`config.mk`:
```
export PLATFORM = sky130hd
export DESIGN_NAME = match_span_segmenter_unit
export DESIGN_NICKNAME = d
export VERILOG_FILES = /design/src/rtl/mss_pkg.sv /design/src/rtl/mss_front.sv /design/src/rtl/mss_cmdq.sv /design/src/rtl/mss_back.sv /design/src/rtl/match_span_segmenter_unit.sv
export SDC_FILE = /design/constraint.sdc
export NUM_CORES = 1
export LEC_CHECK = 0
export ABC_AREA = 0
export BUFFER_PORTS_ARGS = -buffer_cell sky130_fd_sc_hd__buf_2
export CORE_MARGIN = 8
export CORE_UTILIZATION = 30
export DETAILED_ROUTE_END_ITERATION = 16
export GPL_TIMING_DRIVEN = 1
export HOLD_SLACK_MARGIN = 0.12
export PLACE_DENSITY = 0.44
export SYNTH_ARGS = -nofsm -noshare
export SYNTH_HDL_FRONTEND = slang
export SYNTH_SLANG_ARGS = --single-unit
```
`constraint.sdc`:
```
create_clock -name clk -period 9.2 [get_ports clk]
set_clock_uncertainty 0.1 [all_clocks]
set_input_delay 0.46 -clock clk [delete_from_list [all_inputs] [get_ports clk]]
set_output_delay 0.46 -clock clk [all_outputs]
set_load 0.005 [all_outputs]
```
`src/rtl/mss_pkg.sv`:
```
// Shared types, codes and helpers for the match span segmenter.
package mss_pkg;

    localparam int OFS_W = 21;
    localparam int CFG_DATA_W = 3;
    localparam int CFG_INDEX_W = 1;
    localparam int unsigned MAX_TEXT_LENGTH = 1048576;
    localparam int unsigned OFS_LIMIT = (1 << OFS_W) - 1;
    localparam int CMDQ_DEPTH = 2;

    typedef logic [OFS_W-1:0] ofs_t;

    // configuration register indexes
    localparam logic [CFG_INDEX_W-1:0] REG_SPLIT_MODE = 1'b0;
    localparam logic [CFG_INDEX_W-1:0] REG_INVERT     = 1'b1;

    // item kinds
    localparam logic KIND_MATCH = 1'b0;
    localparam logic KIND_END   = 1'b1;

    // split modes; codes 5..7 are unused
    localparam logic [2:0] MODE_REMOVED    = 3'd0;
    localparam logic [2:0] MODE_ISOLATED   = 3'd1;
    localparam logic [2:0] MODE_MERGE_PREV = 3'd2;
    localparam logic [2:0] MODE_MERGE_NEXT = 3'd3;
    localparam logic [2:0] MODE_CONTIGUOUS = 3'd4;

    typedef enum logic {
        PH_FIRST,
        PH_SECOND
    } phase_t;

    typedef struct packed {
        logic vld;
        ofs_t start;
        ofs_t len;
    } seg_t;

    // seg0 always holds the first segment; seg1 only the second one
    typedef struct packed {
        seg_t seg0;
        seg_t seg1;
    } cmd_t;

    typedef struct packed {
        logic full;
        logic empty;
    } qstat_t;

    function automatic ofs_t sat_ofs(input ofs_t v);
        ofs_t r;
        r = v;
        if (MAX_TEXT_LENGTH < OFS_LIMIT && 32'(v) > MAX_TEXT_LENGTH)
        begin
            r = OFS_W'(MAX_TEXT_LENGTH);
        end
        return r;
    endfunction

    function automatic seg_t mk_seg(input ofs_t a, input ofs_t b);
        seg_t s;
        s.vld   = (b > a);
        s.start = a;
        s.len   = b - a;
        return s;
    endfunction

endpackage

```
`src/rtl/mss_front.sv`:
```
// Front end: config registers, per-text state and segment classification.
module mss_front
(
    input  logic                             clk,
    input  logic                             rst_n,
    input  logic                             cfg_write,
    input  logic [mss_pkg::CFG_INDEX_W-1:0]  cfg_index,
    input  logic [mss_pkg::CFG_DATA_W-1:0]   cfg_data,
    input  logic                             accept,
    input  logic                             kind,
    input  mss_pkg::ofs_t                    match_start,
    input  mss_pkg::ofs_t                    match_end,
    input  mss_pkg::ofs_t                    text_length,
    output logic                             q_push,
    output mss_pkg::cmd_t                    q_cmd
);

    logic [2:0]    split_mode_reg;
    logic          invert_reg;
    mss_pkg::ofs_t cursor_reg, cursor_next;
    logic          pend_vld_reg, pend_vld_next;
    mss_pkg::ofs_t pend_start_reg, pend_start_next;
    mss_pkg::ofs_t run_end_reg, run_end_next;

    mss_pkg::ofs_t ms, me, tlen;
    mss_pkg::seg_t seg_a, seg_b;

    always_comb
    begin
        ms   = mss_pkg::sat_ofs(match_start);
        me   = mss_pkg::sat_ofs(match_end);
        tlen = mss_pkg::sat_ofs(text_length);

        cursor_next     = cursor_reg;
        pend_vld_next   = pend_vld_reg;
        pend_start_next = pend_start_reg;
        run_end_next    = run_end_reg;
        seg_a           = '0;
        seg_b           = '0;

        if (accept)
        begin
            if (kind == mss_pkg::KIND_MATCH)
            begin
                if (invert_reg)
                begin
                    seg_a = mss_pkg::mk_seg(ms, me);
                end
                else
                begin
                    case (split_mode_reg)
                        mss_pkg::MODE_REMOVED:
                        begin
                            seg_a       = mss_pkg::mk_seg(cursor_reg, ms);
                            cursor_next = me;
                        end
                        mss_pkg::MODE_ISOLATED:
                        begin
                            seg_a       = mss_pkg::mk_seg(cursor_reg, ms);
                            seg_b       = mss_pkg::mk_seg(ms, me);
                            cursor_next = me;
                        end
                        mss_pkg::MODE_MERGE_PREV:
                        begin
                            seg_a       = mss_pkg::mk_seg(cursor_reg, me);
                            cursor_next = me;
                        end
                        mss_pkg::MODE_MERGE_NEXT:
                        begin
                            seg_a = mss_pkg::mk_seg(pend_vld_reg ? pend_start_reg : '0, ms);
                            pend_start_next = ms;
                            pend_vld_next   = 1'b1;
                            cursor_next     = me;
                        end
                        mss_pkg::MODE_CONTIGUOUS:
                        begin
                            if (pend_vld_reg && ms == run_end_reg)
                            begin
                                // match touches the held run: grow it
                                run_end_next = me;
                            end
                            else
                            begin
                                if (pend_vld_reg)
                                begin
                                    seg_a = mss_pkg::mk_seg(pend_start_reg, run_end_reg);
                                end
                                seg_b           = mss_pkg::mk_seg(cursor_reg, ms);
                                pend_start_next = ms;
                                run_end_next    = me;
                                pend_vld_next   = 1'b1;
                            end
                            cursor_next = me;
                        end
                        default:
                        begin
                        end
                    endcase
                end
            end
            else
            begin
                if (!invert_reg)
                begin
                    case (split_mode_reg)
                        mss_pkg::MODE_REMOVED,
                        mss_pkg::MODE_ISOLATED,
                        mss_pkg::MODE_MERGE_PREV:
                        begin
                            seg_a = mss_pkg::mk_seg(cursor_reg, tlen);
                        end
                        mss_pkg::MODE_MERGE_NEXT:
                        begin
                            seg_a = mss_pkg::mk_seg(pend_vld_reg ? pend_start_reg : '0, tlen);
                        end
                        mss_pkg::MODE_CONTIGUOUS:
                        begin
                            if (pend_vld_reg)
                            begin
                                seg_a = mss_pkg::mk_seg(pend_start_reg, run_end_reg);
                            end
                            seg_b = mss_pkg::mk_seg(cursor_reg, tlen);
                        end
                        default:
                        begin
                        end
                    endcase
                end
                // end of text: clear for the next one
                cursor_next     = '0;
                pend_vld_next   = 1'b0;
                pend_start_next = '0;
                run_end_next    = '0;
            end
        end

        // pack so the first live segment sits in seg0
        q_cmd.seg0 = seg_a.vld ? seg_a : seg_b;
        q_cmd.seg1 = seg_a.vld ? seg_b : '0;
        q_push     = seg_a.vld | seg_b.vld;
    end

    always_ff @(posedge clk or negedge rst_n)
    begin
        if (!rst_n)
        begin
            split_mode_reg <= mss_pkg::MODE_REMOVED;
            invert_reg     <= 1'b0;
            cursor_reg     <= '0;
            pend_vld_reg   <= 1'b0;
            pend_start_reg <= '0;
            run_end_reg    <= '0;
        end
        else
        begin
            if (cfg_write && cfg_index == mss_pkg::REG_SPLIT_MODE)
            begin
                split_mode_reg <= cfg_data[2:0];
            end
            if (cfg_write && cfg_index == mss_pkg::REG_INVERT)
            begin
                invert_reg <= cfg_data[0];
            end
            cursor_reg     <= cursor_next;
            pend_vld_reg   <= pend_vld_next;
            pend_start_reg <= pend_start_next;
            run_end_reg    <= run_end_next;
        end
    end

endmodule

```
`src/rtl/mss_cmdq.sv`:
```
// Small command queue between front and back end.
module mss_cmdq
#(
    parameter int DEPTH = mss_pkg::CMDQ_DEPTH
)
(
    input  logic           clk,
    input  logic           rst_n,
    input  logic           q_push,
    input  mss_pkg::cmd_t  q_wdata,
    input  logic           q_pop,
    output mss_pkg::cmd_t  q_rdata,
    output mss_pkg::qstat_t q_stat
);

    localparam int PTR_W = (DEPTH > 1) ? $clog2(DEPTH) : 1;
    localparam int CNT_W = $clog2(DEPTH + 1);

    mss_pkg::cmd_t    mem_reg [DEPTH];
    logic [PTR_W-1:0] wr_ptr_reg, rd_ptr_reg;
    logic [CNT_W-1:0] count_reg;

    assign q_rdata      = mem_reg[rd_ptr_reg];
    assign q_stat.full  = (count_reg == CNT_W'(DEPTH));
    assign q_stat.empty = (count_reg == '0);

    always_ff @(posedge clk)
    begin
        if (q_push)
        begin
            mem_reg[wr_ptr_reg] <= q_wdata;
        end
    end

    always_ff @(posedge clk or negedge rst_n)
    begin
        if (!rst_n)
        begin
            wr_ptr_reg <= '0;
            rd_ptr_reg <= '0;
            count_reg  <= '0;
        end
        else
        begin
            if (q_push)
            begin
                wr_ptr_reg <= (wr_ptr_reg == PTR_W'(DEPTH - 1)) ? '0 : wr_ptr_reg + 1'b1;
            end
            if (q_pop)
            begin
                rd_ptr_reg <= (rd_ptr_reg == PTR_W'(DEPTH - 1)) ? '0 : rd_ptr_reg + 1'b1;
            end
            if (q_push && !q_pop)
            begin
                count_reg <= count_reg + 1'b1;
            end
            else if (q_pop && !q_push)
            begin
                count_reg <= count_reg - 1'b1;
            end
        end
    end

endmodule

```
`src/rtl/mss_back.sv`:
```
// Back end: issues one segment per cycle into the output register while it is free or being popped.
module mss_back
(
    input  logic            clk,
    input  logic            rst_n,
    input  mss_pkg::qstat_t q_stat,
    input  mss_pkg::cmd_t   q_rdata,
    output logic            q_pop,
    input  logic            pop,
    output logic            empty,
    output mss_pkg::ofs_t   segment_start,
    output mss_pkg::ofs_t   segment_length,
    output logic            last
);

    mss_pkg::phase_t phase_reg, phase_next;
    logic            out_vld_reg, out_vld_next;
    mss_pkg::ofs_t   out_start_reg, out_len_reg;
    logic            out_last_reg;

    logic            load;
    mss_pkg::seg_t   sel;
    logic            sel_last;
    logic            out_free;

    always_comb
    begin
        out_free   = !out_vld_reg || pop;
        phase_next = phase_reg;
        q_pop      = 1'b0;
        load       = 1'b0;
        sel        = q_rdata.seg0;
        sel_last   = 1'b1;

        case (phase_reg)
            mss_pkg::PH_FIRST:
            begin
                if (!q_stat.empty && out_free)
                begin
                    load     = 1'b1;
                    sel      = q_rdata.seg0;
                    sel_last = !q_rdata.seg1.vld;
                    if (q_rdata.seg1.vld)
                    begin
                        phase_next = mss_pkg::PH_SECOND;
                    end
                    else
                    begin
                        q_pop = 1'b1;
                    end
                end
            end
            mss_pkg::PH_SECOND:
            begin
                if (out_free)
                begin
                    load       = 1'b1;
                    sel        = q_rdata.seg1;
                    sel_last   = 1'b1;
                    q_pop      = 1'b1;
                    phase_next = mss_pkg::PH_FIRST;
                end
            end
            default:
            begin
                phase_next = mss_pkg::PH_FIRST;
            end
        endcase

        out_vld_next = load | (out_vld_reg & !pop);
    end

    always_ff @(posedge clk or negedge rst_n)
    begin
        if (!rst_n)
        begin
            phase_reg   <= mss_pkg::PH_FIRST;
            out_vld_reg <= 1'b0;
        end
        else
        begin
            phase_reg   <= phase_next;
            out_vld_reg <= out_vld_next;
        end
    end

    always_ff @(posedge clk)
    begin
        if (load)
        begin
            out_start_reg <= sel.start;
            out_len_reg   <= sel.len;
            out_last_reg  <= sel_last;
        end
    end

    assign empty          = !out_vld_reg;
    assign segment_start  = out_start_reg;
    assign segment_length = out_len_reg;
    assign last           = out_last_reg;

endmodule

```
`src/rtl/match_span_segmenter_unit.sv`:
```
// Top level of the match span segmenter.
//
// Usage: write split_mode (index 0) and invert_matches (index 1) through
// cfg_write/cfg_index/cfg_data while the block is idle. Then push delimiter
// matches (kind 0, ascending offsets) followed by one end item (kind 1,
// text_length). An item enters when push is high and full is low.
// Segments come out queue style: while empty is low, segment_start,
// segment_length and last show the oldest segment; pop takes it. last marks
// the final segment caused by one item; items that cause none emit nothing.
// Path: the first segment of an item passes through the command queue and
// then the output register before it is on the ports; a second one follows
// in the next cycle when the first is popped at once.
// Throughput: the front end takes one item per clock while full is low; the
// back end moves one segment per clock through a single output register
// while the sink pops, so an item causing two segments holds it longer than others.
// Reset: config goes to removed mode without invert, per-text state clears,
// the command queue and output register are empty.
// Stall: when pop stays low the output register holds, the command queue
// (CMDQ_DEPTH commands) fills, and full rises until the sink drains it.
module match_span_segmenter_unit
#(
    parameter int CMDQ_DEPTH = mss_pkg::CMDQ_DEPTH
)
(
    input  logic                             clk,
    input  logic                             rst_n,
    input  logic                             cfg_write,
    input  logic [mss_pkg::CFG_INDEX_W-1:0]  cfg_index,
    input  logic [mss_pkg::CFG_DATA_W-1:0]   cfg_data,
    input  logic                             push,
    output logic                             full,
    input  logic                             kind,
    input  logic [20:0]                      match_start,
    input  logic [20:0]                      match_end,
    input  logic [20:0]                      text_length,
    output logic                             empty,
    input  logic                             pop,
    output logic [20:0]                      segment_start,
    output logic [20:0]                      segment_length,
    output logic                             last
);

    logic            accept;
    logic            q_push;
    logic            q_pop;
    mss_pkg::cmd_t   q_wdata;
    mss_pkg::cmd_t   q_rdata;
    mss_pkg::qstat_t q_stat;

    // front stalls only on a full command queue
    assign full   = q_stat.full;
    assign accept = push && !q_stat.full;

    mss_front u_front
    (
        .clk         (clk),
        .rst_n       (rst_n),
        .cfg_write   (cfg_write),
        .cfg_index   (cfg_index),
        .cfg_data    (cfg_data),
        .accept      (accept),
        .kind        (kind),
        .match_start (match_start),
        .match_end   (match_end),
        .text_length (text_length),
        .q_push      (q_push),
        .q_cmd       (q_wdata)
    );

    mss_cmdq #(
        .DEPTH (CMDQ_DEPTH)
    ) u_cmdq
    (
        .clk     (clk),
        .rst_n   (rst_n),
        .q_push  (q_push),
        .q_wdata (q_wdata),
        .q_pop   (q_pop),
        .q_rdata (q_rdata),
        .q_stat  (q_stat)
    );

    mss_back u_back
    (
        .clk            (clk),
        .rst_n          (rst_n),
        .q_stat         (q_stat),
        .q_rdata        (q_rdata),
        .q_pop          (q_pop),
        .pop            (pop),
        .empty          (empty),
        .segment_start  (segment_start),
        .segment_length (segment_length),
        .last           (last)
    );

    // zero-length segments must have been dropped in the front end
    a_nonzero_len: assert property (@(posedge clk) disable iff (!rst_n)
        !empty |-> segment_length != '0)
        else $error("segment of zero length on the output");

    // front end never writes into a full command queue
    a_no_overflow: assert property (@(posedge clk) disable iff (!rst_n)
        q_push |-> !q_stat.full)
        else $error("command queue overflow");

    // back end never retires a command that is not there
    a_no_underflow: assert property (@(posedge clk) disable iff (!rst_n)
        q_pop |-> !q_stat.empty)
        else $error("command queue underflow");

endmodule

```
==> summary.txt <==
Worst setup path
  • CP max stage delay: 0.94 ns
  • Crit path launch: match_end[15]
  • Reg2reg end: u_cmdq.mem_reg[1][53]
  • Crit Path Category: in2reg
  • CP Capture Type: flip-flop
  • Worst path most repeated cell: nand3_1
  • R2R depth: 11
  • Critical Path RT: roughly 9.4 ns
  • Crit-path slowest cell: o21ai_0
  • CP Launch Type: input pin
  • Worst EP arrival: a little under 7 ns
  • Crit-path max FO: 26
  • Crit-path cells: dlygate4sd3_1, buf_2, nor4_1, nand3_1, o21ai_0, and2_1, ha_1, nand3_1, or4_1, or3_1, a311o_1, a211oi_2, o41a_1, a32o_2, a21bo_2, buf_4, mux2_1
  • CP Capture Point: u_cmdq.mem_reg[1][53]
  • Worst reg-to-reg setup slack: roughly 3.5 ns
  • Origin of the critical flop-to-flop path: u_front.pend_vld_reg

Power and ir drop
  • Cell Pwr Density: 271 mW/mm²
  • Lkg Pwr: approximately 0.0093 µW
  • Max VDD drop: 0.124 mV

Logic synthesis
  • Synth Instances: roughly 2200
  • Async SR Flop Fraction: 25.8%
  • Avg Cell Area, Syn: 9.53 µm²
  • Yosys reg bits: 287
  • YS warnings: 0
  • Largest area contributor in the netlist: edfxtp_1
  • Dominant synthesized flop cell: edfxtp_1
  • Mapped Area: approximately 0.021 mm²
  • Post-Syn Nets: around 2500
  • EDFF count, synth: 213
  • Distinct cells, synth: 86
  • Synth top area share: 30.0%
  • Register area share after synthesis: 38.7%
  • Top post-synthesis cells by area: edfxtp_1, ha_1, dfrtp_1, nand2_1, mux4_2

Routing
  • Detailed Route Iter0 Violations: 2008
  • Final WL: 93.3 mm
  • Avg WL per Cell: 28.1 µm
  • First-pass DRT Iterations: 6
  • Post-route ant nets: 0
  • Vias: between 15000 and 20000
  • Post-route DRC: 0
  • DR vias/cell: around 5.7

GRT
  • Global-route wire length before repair: 133 mm
  • Total Routing Usage GR: 22.9%
  • Initial antenna violation count: 2
  • Vias in the first global route: 18700
  • Total grt overflow: 0
  • Largest net degree at the start of global routing: 74

Die
  • Full die area: 0.0798 mm²
  • Starting Density: 30.4%
  • IO Pins: 118
  • Row count: between 90 and 100
  • Core ar.: 0.0701 mm²
  • Die Span X: 283 µm
  • Die Y: between 200 and 300 µm

CTS
  • CTS Buf Count: 37
  • Post-CTS setup buffer count: 0
  • CTS Sinks: 287
  • H-Tree Depth: 2
  • Worst skew pair latency: around 0.57 ns
  • CTS max path bufs: 3
  • Root buffer cell: clkbuf_16
  • Worst-path clk slew: around 0.060 ns
  • CTS tree: yes

Cells and area
  • Commonest non-fill, non-tap cell in the layout: nand2_1
  • Ant diodes: 0
  • Share of cells above drive strength 1: between 10% and 20%
  • Fill cells: 7219
  • Area delta synth->final: 14.9%
  • Max FFs per register: 170
  • Finished Layout Cells: 3316
  • Leading cell types in the layout, fill and taps excluded: nand2_1, edfxtp_1, a21oi_1
  • Fin nets: 2578

STA
  • RSZ-0062 raised after global routing: no
  • Hold Fails Final Rpt: 0
  • Slew @ Worst Pin: ~1.3 ns
  • Normalized max-slew margin: 13.5%
  • Final setup viols: 0
  • Final period util: 72.3%
  • Fin crit period: roughly 6.7 ns
  • Final setup TNS: 0 ns
  • Maximum clock rate: 150 MHz
  • Slew Limit Fails: 0

Worst hold path
  • Worst Hold Class: in2reg

Run
  • Max-cap viol count: 0

Outcome
  • Outcome: finished, final reports clean

Placed design
  • Placed cell count: approximately 3200
  • Port bufs: 117
  • Dpl hpwl: 73.0 mm
  • Gpl congestion: 0.986
through the flow:
stage / instance area [µm²] / hold slack (ns) / util (%) / worst slack, ns / power [µW]
6_report: 24500 / 0.145 / 34.9 / 2.55 / 6640
2_1_floorplan: 21300 / 0.0644 / - / 1.50 / 3910
4_1_cts: 24500 / 0.124 / 34.9 / 2.62 / 6660
3_5_place_dp: 23000 / 0.186 / 32.8 / 2.60 / 5040
5_1_grt: 24500 / 0.150 / 34.9 / 2.22 / 6990
3_3_place_gp: 23000 / 0.179 / 32.8 / 2.74 / 5040
cell families after synthesis:
family | Yosys count | synth area share (%)
AOI/OAI and AO/OA | 680 | 21.3
xor gates and xnor gates | 133 | 5.47
adders and majority gates | 157 | 9.47
buffers and inverters | 197 | 3.69
DFF | 287 | 38.7
muxes | 60 | 5.32
and+or+nand+nor | 723 | 16.0
layer usage:
| layer | vias up | part of all wire (%) | global-route usage, % |
|---|---|---|---|
| met2 | 726 | 46 | 36.7 |
| li1 | 8686 | - | - |
| met4 | 0 | 4.9 | 10.3 |
| met3 | 180 | 5.4 | 3.07 |
| met5 | - | 0 | 0 |
| met1 | 9376 | 44 | 30.6 |
power breakdown:
part / leakage, µW / internal, µW / switching [µW] / total, µW
Combinational: 0.00569 / 1160 / 1970 / 3130
Clock: 0.000635 / 978 / 604 / 1580
Sequential: 0.00296 / 1710 / 224 / 1930
synth_stat cells (7+ instances only):
cell	number
a21o_1	40
o21bai_1	10
a22oi_1	25
o22ai_1	17
or2_2	9
buf_1	7
and2_1	41
edfxtp_1	213
a2111oi_0	7
a221o_1	15
nor2b_1	48
o31ai_1	34
nand4_1	22
or3_1	7
nor2_1	151
and3_1	18
a41oi_1	7
clkbuf_1	74
nand3_1	49
nand2_1	267
inv_1	99
xor2_1	61
a22o_1	21
a222oi_1	23
o21a_1	17
a211oi_1	21
a31oi_1	21
a221oi_1	18
o21ai_0	143
xnor2_1	72
buf_2	8
nor4_1	21
fa_1	7
buf_4	8
nand2b_1	27
nor3_1	36
o211ai_1	11
mux2i_1	12
ha_1	150
dfrtp_1	74
mux4_2	42
a21oi_1	173
layout make-up:
cell class,count,area [µm²],share of cell area [%]
clock buffers,47,1000,4.10
clock inverters,20,305,1.25
inverters,99,372,1.52
multi-input cells,1753,12300,50.4
flip-flops and latches,287,8250,33.7
well taps,940,1180,4.80
repair buffers,170,1040,4.26
repair_timing:
item,CTS,global route
hold buffers,18,0
endpoints found under the hold margin,33,0
gates resized for setup,0,0
worst max-delay path, delay by kind of cell:
family          cells  cell delay, ns
compound gates      6            2.43
simple gates        6            2.11
fa+ha+maj           1            0.31
mux                 1            0.38
buf+inv             3            1.15
worst min path at each step:
stage | from | to | slack (ns) | cells after the start
after CTS | match_end[17] | u_front.cursor_reg[17] | 0.12 | 3
after global routing | match_end[5] | u_front.run_end_reg[5] | 0.15 | 3
after detailed placement | rst_n | u_back.out_vld_reg | 0.19 | 1
final | match_end[16] | u_front.run_end_reg[16] | 0.14 | 3
after global placement | rst_n | u_back.out_vld_reg | 0.18 | 1
after floorplan | rst_n | u_back.out_vld_reg | 0.06 | 0
No activity file was read; power rests on OpenSTA's default activity.
